`config.mk`:
```
export PLATFORM = sky130hd
export DESIGN_NAME = ppt_div_cell
export DESIGN_NICKNAME = d
export VERILOG_FILES = /design/src/hdl/ppt_pkg.sv /design/src/hdl/ppt_div_cell.sv
export SDC_FILE = /design/constraint.sdc
export NUM_CORES = 1
export LEC_CHECK = 0
export BUFFER_PORTS_ARGS = -buffer_cell sky130_fd_sc_hd__buf_2
export CAP_MARGIN = 15
export CORE_UTILIZATION = 25
export CTS_CLUSTER_DIAMETER = 80
export DETAILED_ROUTE_END_ITERATION = 10
export PLACE_DENSITY = 0.49
export RECOVER_POWER = 100
export SLEW_MARGIN = 5
export SYNTH_ARGS = -nofsm -noshare
export SYNTH_HDL_FRONTEND = slang
export SYNTH_SLANG_ARGS = --single-unit
```
`constraint.sdc`:
```
create_clock -name clock -period 8.5 [get_ports clock]
set_clock_uncertainty 0.1 [all_clocks]
set_input_delay 2.55 -clock clock [delete_from_list [all_inputs] [get_ports clock]]
set_output_delay 2.55 -clock clock [all_outputs]
set_load 0.005 [all_outputs]
```
`src/hdl/ppt_pkg.sv`:
```
`default_nettype none
// ----------------------------------------------------------------------------
// ppt_pkg: shared types and constants for the projective point transform
// Widths, request kinds and the struct that travels down the cell chain.
// ----------------------------------------------------------------------------
package ppt_pkg;
   localparam int COORD_WIDTH = 16;
   localparam int COEF_WIDTH  = 48;
   localparam int FRAC_BITS   = 24;
   localparam int NUM_SLOTS   = 18;
   localparam int IDX_WIDTH   = 5;
   localparam int PROD_WIDTH  = COEF_WIDTH + COORD_WIDTH;
   localparam int SUM_WIDTH   = PROD_WIDTH + 2;
   localparam int DEN_WIDTH   = SUM_WIDTH - FRAC_BITS;
   localparam int QUO_WIDTH   = DEN_WIDTH;
   localparam int NUM_CELLS   = QUO_WIDTH;
   localparam int REQ_BYTES   = 11;
   localparam int RSP_BYTES   = 8;

   typedef enum logic {
      REQ_LOAD      = 1'b0,
      REQ_TRANSFORM = 1'b1
   } req_kind_type;

   typedef struct packed {
      logic                 vld;
      logic                 is_load;
      logic                 zero_den;
      logic                 neg_x;
      logic                 neg_y;
      logic [DEN_WIDTH-1:0] den;
      logic [DEN_WIDTH-1:0] num_x;
      logic [DEN_WIDTH-1:0] rem_x;
      logic [QUO_WIDTH-1:0] quo_x;
      logic [DEN_WIDTH-1:0] num_y;
      logic [DEN_WIDTH-1:0] rem_y;
      logic [QUO_WIDTH-1:0] quo_y;
   } div_slot_type;
endpackage
`default_nettype wire

```
`src/hdl/ppt_div_cell.sv`:
```
`default_nettype none
// ----------------------------------------------------------------------------
// ppt_div_cell: one restoring-division step for both coordinates
// Brings in one numerator bit per coordinate, produces one quotient bit each.
// ----------------------------------------------------------------------------
module ppt_div_cell (
   input  wire logic                  clock,
   input  wire logic                  reset,
   input  wire logic                  en,
   input  wire logic [5:0]            bit_pos,
   input  wire ppt_pkg::div_slot_type slot_in,
   output ppt_pkg::div_slot_type      slot_out
);
   import ppt_pkg::*;

   div_slot_type         slot_in_w, slot_ff;
   logic                 vld_ff;
   logic [DEN_WIDTH:0]   tx, ty;

   always_comb begin
      slot_in_w = slot_in;
      tx = {slot_in.rem_x, slot_in.num_x[bit_pos]};
      ty = {slot_in.rem_y, slot_in.num_y[bit_pos]};
      slot_in_w.quo_x = {slot_in.quo_x[QUO_WIDTH-2:0], tx >= {1'b0, slot_in.den}};
      slot_in_w.quo_y = {slot_in.quo_y[QUO_WIDTH-2:0], ty >= {1'b0, slot_in.den}};
      slot_in_w.rem_x = DEN_WIDTH'(tx >= {1'b0, slot_in.den} ? tx - {1'b0, slot_in.den} : tx);
      slot_in_w.rem_y = DEN_WIDTH'(ty >= {1'b0, slot_in.den} ? ty - {1'b0, slot_in.den} : ty);
   end

   always_ff @(posedge clock) begin
      if (reset) begin
         vld_ff <= 1'b0;
      end else if (en) begin
         vld_ff <= slot_in.vld;
      end
   end

   always_ff @(posedge clock) begin
      if (en) begin
         slot_ff <= slot_in_w;
      end
   end

   always_comb begin
      slot_out     = slot_ff;
      slot_out.vld = vld_ff;
   end
endmodule
`default_nettype wire
```
### Yosys cells after proc, flatten, opt, wreduce, memory -nomap -nowiden

Index checks and enable logic that the tools add are counted.

| cells by class | value |
|---|---|
| add/subtract/negate cells | 2 |
| magnitude comparators | 3 |
| multiplexer cells | 6 |

Operators by type and width:

| cell | number |
|---|---|
| 43-bit by 42-bit greater-or-equal comparator with 1-bit output | 2 |
| 42-bit two-way mux | 2 |
| 42-bit subtractor | 2 |
| 1-bit binary-select mux with 6-bit select | 2 |
| 6-bit by 7-bit < comparator with 1-bit output (second input constant) | 1 |
| 1-bit two-way mux | 2 |

| storage, ports and cells | value |
|---|---|
| flip-flop bits (word level) | 299 |
| input bits | 308 |

### Longest topological paths before layout

Gate-level depths: netlist of the first run.

| logic depth | value |
|---|---|
| word-level depth | 4 |
| gate-level depth with buffers | 21 |
| depth with buffers taken out | 18 |

### Worst setup path before layout of the first run

Ideal clock, no wire load.

| path | value |
|---|---|
| path type | input -> register |
| start point | in bit_pos[0] |
| end point | reg slot_ff (netlist bit slot_out[202]) (data pin) |
| data arrival time | 6,642 ps |
| data required time | 8,138 ps |
| path slack | 1,495 ps |
| stages on the path | 18 |
| path buffers | 5 |
| cells stage by stage | clkbuf_1 buf_4 buf_2 mux4_2 mux4_2 a31oi_1 ha_1 nor2b_1 o2111ai_1 and3_1 clkbuf_1 o31ai_2 a32oi_1 nand3_1 a21o_1 a31oi_4 buf_6 mux2_1 |

RTL lines:

| what | line | source |
|---|---|---|
| start: declaration | ppt_div_cell.sv:10 | `input wire logic [5:0] bit_pos,` |
| end signal: assignment | ppt_div_cell.sv:40 | `slot_ff <= slot_in_w;` |
| end: declaration | ppt_div_cell.sv:16 | `div_slot_type slot_in_w, slot_ff;` |

==> impl_metrics.csv, run 1 <==
group,metric,value,unit
floorplanning,io_pins,607,
synth,synth_area_per_cell,12.9,um^2
setup_path,crit_type,"input port to register",
place,port_buffers,604,
timing,timing.hold.ws,0.437,ns
synth,yosys.area_share.adder,0.0705,
setup_path,r2r_slack,7.80,ns
synth,synth_top_family_by_area,"compound AO/OA/AOI/OAI gates",
timing,finalSetupTns,0,ns
setup_path,worst_setup_path_start_kind,"input port",
global_routing,grt_usage,0.168,
clock_network,clk_path_buf_depth,3,
synth,synthesis.nets,1597,
power,pwr-share-seq,0.440,
place,hpwl,44.5,mm
floorplanning,rows,90,
power,leakagePower,8.08,nW
floorplanning,core-area,0.0607,mm^2
power,switching_share,0.279,
drt,wl_per_cell,20.7,um
timing,period_needed,7.70,ns
setup_path,crit_start,"bit_pos[0]",
timing,slew_headroom,-1.82,
layout,design_area,0.0203,mm^2
synth,async_flop_share,0,
setup_path,reg2reg_depth,2,
drt,drcViolationCount,0,
synth,synth_compound_area_frac,0.135,
timing,rsz0062_at_grt,"false",
synth,yosys_register_bits,299,
clock_network,cts_hold_buf,0,
synth,synth_most_common_cell,"edfxtp_1",
floorplanning,dieWidth,251,um
clock_network,root_buffer,"clkbuf_16",
synth,synth.area.mux_share,0.0694,
power,power_density,208,mW/mm^2
timing,setup_viol,0,
clock_network,clk_latency,0.55,ns
timing,finalHoldViolations,0,
drt,firstDrtPassIters,7,
place,dp.cells,2570,
clock_network,post_cts_resized,0,
clock_network,cts.sinks,299,
layout,nFillCells,6324,
setup_path,slowest_stage,"mux4_2",
layout,layout-drive-gt1-share,0.228,
global_routing,use_met3,0.0469,
synth,synth_warnings,0,
power,power_frac_clock,0.361,
layout,finalNetCount,2222,
drt,postRouteAntennaNets,0,
synth,synth-edff-count,298,
setup_path,end_kind,"register",
synth,synth_area_leaders,"edfxtp_1 58%, ha_1 6.8%, mux4_2 3.5%",
global_routing,grt_pass1_vias,12541,
place,gp_congestion,0.878,
setup_path,critPathArrivalTime,7.90,ns
layout,multi_input_area,0.00607,mm^2
global_routing,antenna_found_initial,11,
floorplanning,dieArea,0.0629,mm^2
power,switching_power,1.18,mW
setup_path,reg2reg_to,"vld_ff$_SDFFE_PP0P_",
timing,tightest_slew,4.23,ns
clock_network,post_cts_buffers,0,
power,total_power,4.22,mW
floorplanning,initial_core_util,0.255,
layout,register_area,0.00897,mm^2
drt,viasPerCell,4.67,
setup_path,critPathMaxFanout,12,
synth,yosys-top-cells-count,"298 x edfxtp_1, 105 x nand2_1, 88 x a21oi_1",
global_routing,use_met1,0.198,
power,p_comb_frac,0.199,
place,placed_area,0.0195,mm^2
synth,synth_area,0.0155,mm^2
synth,synth_top_area_frac,0.579,
setup_path,max_stage_delay,0.61,ns
hold_path,holdCritPathClass,"register to register",
synth,synthXorXnorAreaFrac,0.0430,
global_routing,use_met2,0.297,
synth,yosys.area_share.simple,0.0763,
synth,yosysSeqAreaShare,0.580,
clock_network,numCtsBuffers,38,
setup_path,regToRegStartpoint,"vld_ff$_SDFFE_PP0P_",
clock_network,h-tree-depth,2,
global_routing,grt_pass1_wl,78.9,mm
layout,layoutNonFillerInstCount,2640,
run_status,violations,"capacitance limit, slew limit",
drt,wl,54.6,mm
setup_path,cp.required,8.70,ns
power,ir_drop,0.000142,V
synth,synth_top_area_cell,"edfxtp_1",
global_routing,overflow,0,
job,cap_violations,3,
timing,drv_slew,154,
timing,fin_crit_sh,0.906,
setup_path,cp-endpoint,"slot_out[209]$_DFFE_PP_",
synth,yosysUniqueCellTypes,73,
drt,vias,12335,
power,p_int,3.04,mW
setup_path,cp_cell_sequence,"clkbuf_1, mux4_2, mux4_2, o21ai_0, nor2_1, a31oi_1, ha_1, nor2b_1, o2111ai_1, and3_1, o31ai_1, a32oi_1, nand3_1, a21o_1, a31oi_1, buf_4, mux2_2",
synth,postSynthCellCount,1203,
synth,synth-main-ff-cell,"edfxtp_1",
clock_network,cts_tree,"done",
global_routing,grt_max_degree,161,
floorplanning,die_h,251,um
drt,drt_iter0_drc,705,
run_status,outcome,"finished, violations left",
timing,fmax,130,MHz
clock_network,clk_pin_slew,0.06,ns
global_routing,top_usage_layer,"met2",
layout,area_delta_synth_final,30.9,%
==> worst min-delay path by stage <==
| stage | slack, ns | start | depth (start not counted) | to |
|---|---|---|---|---|
| after floorplan | 0.36 | vld_ff$_SDFFE_PP0P_ | 2 | vld_ff$_SDFFE_PP0P_ |
| after detailed placement | 0.41 | vld_ff$_SDFFE_PP0P_ | 2 | vld_ff$_SDFFE_PP0P_ |
| after CTS | 0.43 | vld_ff$_SDFFE_PP0P_ | 2 | vld_ff$_SDFFE_PP0P_ |
| after global placement | 0.38 | vld_ff$_SDFFE_PP0P_ | 2 | vld_ff$_SDFFE_PP0P_ |
| after global routing | 0.44 | vld_ff$_SDFFE_PP0P_ | 2 | vld_ff$_SDFFE_PP0P_ |
| final | 0.44 | vld_ff$_SDFFE_PP0P_ | 2 | vld_ff$_SDFFE_PP0P_ |
==> layout make-up <==
| type | instances | share of cell area |
|---|---|---|
| inverters | 58 | 0.0108 |
| diodes | 3 | 0.000371 |
| flip-flops and latches | 299 | 0.443 |
| clock buffers | 50 | 0.0502 |
| multi-input cells | 808 | 0.300 |
| repair buffers | 623 | 0.141 |
| clock inverters | 17 | 0.00717 |
| well taps | 782 | 0.0483 |
==> power by group through the flow <==
| stage | clock (mW) | combinational, mW | sequential (mW) |
|---|---|---|---|
| global route | 1.62 | 0.928 | 1.87 |
| global placement | 0 | 0.879 | 1.88 |
| floorplan | 0 | 0.419 | 1.90 |
| CTS | 1.57 | 0.886 | 1.85 |
| finish | 1.52 | 0.840 | 1.86 |
| detailed placement | 0 | 0.882 | 1.88 |
==> layout by cell type (no fill, tap or decap), types with 38 or more instances in the layout <==
| master | count |
|---|---|
| a21o_1 | 56 |
| a21oi_1 | 88 |
| buf_2 | 314 |
| clkbuf_1 | 300 |
| clkbuf_16 | 39 |
| edfxtp_1 | 298 |
| ha_1 | 84 |
| inv_1 | 57 |
| mux2_1 | 38 |
| nand2_1 | 105 |
| nor2_1 | 46 |
| o21ai_0 | 80 |
| xnor2_1 | 49 |
==> state kept, by name (all words and copies together) (netlist names) <==
register,cells
slot_out,298
vld_ff,1
==> per-stage QoR <==
step           utilization  setup WS (ns)
6_report             0.334          0.800
5_1_grt              0.334          0.516
4_1_cts              0.340           1.28
3_5_place_dp         0.321          0.686
3_3_place_gp         0.321          0.732
2_1_floorplan            -           1.50
==> critical path: cells and delay by family <==
kind                     cells  cell delay [ns]
AO/OA/AOI/OAI                7             1.89
AND/OR/NAND/NOR              4             0.76
buffers and inverters        2             0.91
adder cells (fa/ha/maj)      1             0.29
multiplexers                 3             1.50
==> kinds of logic after synthesis <==
kind of cell / count (synthesis)
AO/OA/AOI/OAI: 323
adder cells (fa/ha/maj): 86
XOR/XNOR: 76
multiplexers: 72
AND/OR/NAND/NOR: 251
flip-flops: 299
buffers and inverters: 96
==> per-layer routing <==
metal	up-vias	wire length [um]
met3	81	4110
met5	-	82
met2	488	27000
met1	5890	22000
met4	14	1420
li1	5862	-
(Power assumes the default switching activity.)
==> run 2: changes to the inputs <==
PLACE_DENSITY = unset   (was 0.49)
PLACE_DENSITY_LB_ADDON = 0.05   (was unset)
==> run 2 against run 1 <==
The run still ends with capacitance limit, slew limit left. Final cell count shrank 0.19%. Sequential share of layout area shrank 0.082 points. Critical path depth is the same. Power grew 2.6%. First-iteration DRC count shrank 4.4%. Fmax grew 0.78%. Worst hold slack lost 0.043 ns. Non-clock buffer count shrank 9. Via count shrank 1.2%. Largest power group unchanged. Highest routed layer unchanged.
==> impl_metrics.csv, run 2 (synthesis results as in run 1) <==
group,metric,value,unit
timing,setup_viol,0,
timing,tightest_slew,4.33,ns
floorplanning,dieArea,0.0629,mm^2
layout,layoutNonFillerInstCount,2635,
setup_path,critPathArrivalTime,7.82,ns
layout,register_area,0.00897,mm^2
hold_path,holdCritPathClass,"register to register",
setup_path,cp.required,8.68,ns
clock_network,clk_path_buf_depth,3,
setup_path,path_buf_inv,3,
place,port_buffers,604,
drt,drcViolationCount,0,
global_routing,grt_usage,0.173,
power,switching_power,1.18,mW
setup_path,critPathMaxFanout,14,
setup_path,crit_type,"input port to register",
clock_network,clk_pin_slew,0.05,ns
clock_network,root_buffer,"clkbuf_16",
global_routing,antenna_found_initial,10,
floorplanning,io_pins,607,
clock_network,cts.sinks,299,
timing,finalSetupTns,0,ns
place,gp_congestion,0.819,
setup_path,regToRegStartpoint,"vld_ff$_SDFFE_PP0P_",
setup_path,cp_top_family,"compound AO/OA/AOI/OAI gates",
hold_path,hold_end,"vld_ff$_SDFFE_PP0P_",
layout,final_common_cell,"buf_2",
power,p_int,3.14,mW
timing,period_needed,7.64,ns
layout,finalNetCount,2214,
drt,vias,12182,
power,ir_drop,0.000142,V
clock_network,cts_tree,"done",
timing,finalHoldViolations,0,
global_routing,overflow,0,
global_routing,grt_max_degree,153,
timing,fin_crit_sh,0.899,
drt,viasPerCell,4.62,
setup_path,max_stage_delay,0.57,ns
clock_network,post_cts_buffers,0,
hold_path,min-delay-start,"vld_ff$_SDFFE_PP0P_",
place,dp.cells,2561,
clock_network,cts_hold_buf,0,
timing,rsz0062_at_grt,"false",
layout,area_delta_synth_final,31.2,%
timing,fmax,131,MHz
drt,wl_per_cell,21.2,um
layout,final_cell_mix,"309 x buf_2, 306 x clkbuf_1, 298 x edfxtp_1, 105 x nand2_1, 88 x a21oi_1",
layout,multi_input_area,0.00610,mm^2
layout,layout-drive-gt1-share,0.225,
power,pwr-share-seq,0.428,
clock_network,clk_latency,0.54,ns
layout,nFillCells,6328,
power,power_density,213,mW/mm^2
run_status,outcome,"finished, violations left",
timing,slew_headroom,-1.88,
floorplanning,core-area,0.0607,mm^2
setup_path,cp_cell_sequence,"clkbuf_1, buf_4, mux4_2, mux4_2, a31oi_1, ha_1, fa_1, nor2b_1, o31a_1, o22a_1, a21bo_2, o21ai_0, clkbuf_1, nand2_1, a31oi_1, xnor2_1, mux2_1",
setup_path,reg2reg_to,"vld_ff$_SDFFE_PP0P_",
power,switching_share,0.274,
drt,wl,55.8,mm
layout,largest_register_ffs,298,
drt,drt_iter0_drc,674,
clock_network,post_cts_resized,0,
setup_path,r2r_slack,7.75,ns
global_routing,grt_pass1_wl,81.0,mm
setup_path,slowest_stage,"clkbuf_1",
hold_path,min_path_cells,2,
setup_path,end_kind,"register",
floorplanning,rows,90,
drt,firstDrtPassIters,7,
job,cap_violations,1,
timing,drv_slew,70,
run_status,violations,"capacitance limit, slew limit",
place,hpwl,44.9,mm
setup_path,reg2reg_depth,2,
clock_network,h-tree-depth,2,
drt,postRouteAntennaNets,0,
floorplanning,initial_core_util,0.255,
floorplanning,dieWidth,251,um
power,leakagePower,8.07,nW
power,power_frac_clock,0.380,
floorplanning,die_h,251,um
global_routing,grt_pass1_vias,12552,
power,p_comb_frac,0.192,
setup_path,worst_setup_path_start_kind,"input port",
clock_network,numCtsBuffers,39,
run 2: how the worst max path moves through the flow:
stage | start | endpoint | cells past startpoint
detailed placement | bit_pos[0] | slot_out[63]$_DFFE_PP_ | 15
global placement | bit_pos[0] | slot_out[63]$_DFFE_PP_ | 15
CTS | bit_pos[0] | slot_out[63]$_DFFE_PP_ | 15
floorplan | bit_pos[0] | slot_out[202]$_DFFE_PP_ | 18
global route | bit_pos[0] | slot_out[202]$_DFFE_PP_ | 16
finish | bit_pos[0] | slot_out[204]$_DFFE_PP_ | 17
run 2: layout make-up:
type                       count  area share
multi-input combinational    808       0.301
antenna                        4    0.000493
inverter                      58      0.0107
sequential                   299       0.442
clock inverter                17     0.00919
tap                          782      0.0482
clock buffer                  53      0.0532
timing repair buffer         614       0.135
run 2: stage by stage:
step / utilization / worst slack (ns) / total power [mW] / instance area (um^2) / hold WS [ns]
after floorplan: - / 1.50 / 2.32 / 15500 / 0.362
final: 0.334 / 0.860 / 4.33 / 20300 / 0.394
after global placement: 0.320 / 0.627 / 2.76 / 19400 / 0.374
after global routing: 0.334 / 0.486 / 4.55 / 20300 / 0.424
after detailed placement: 0.320 / 0.633 / 2.76 / 19400 / 0.382
after CTS: 0.341 / 1.21 / 4.45 / 20700 / 0.396
run 2: tightest hold or removal path, cell delays in order, from the launching register on:
cell and delay (ns):
dfxtp_1 0.32, mux2i_1 0.07, nor2_1 0.07
run 2: routing by layer:
layer	track usage	vias up	routed length, um
met2	0.294	423	27200
met4	0.0514	14	1410
met5	0	-	74
li1	-	5867	-
met3	0.0605	81	4730
met1	0.205	5797	22500
run 2: power groups by stage:
stage               registers [mW]  clock network, mW  logic [mW]
floorplan                     1.90                  0       0.419
global placement              1.88                  0       0.884
detailed placement            1.88                  0       0.882
CTS                           1.85               1.71       0.887
global route                  1.87               1.75       0.926
finish                        1.85               1.64       0.832
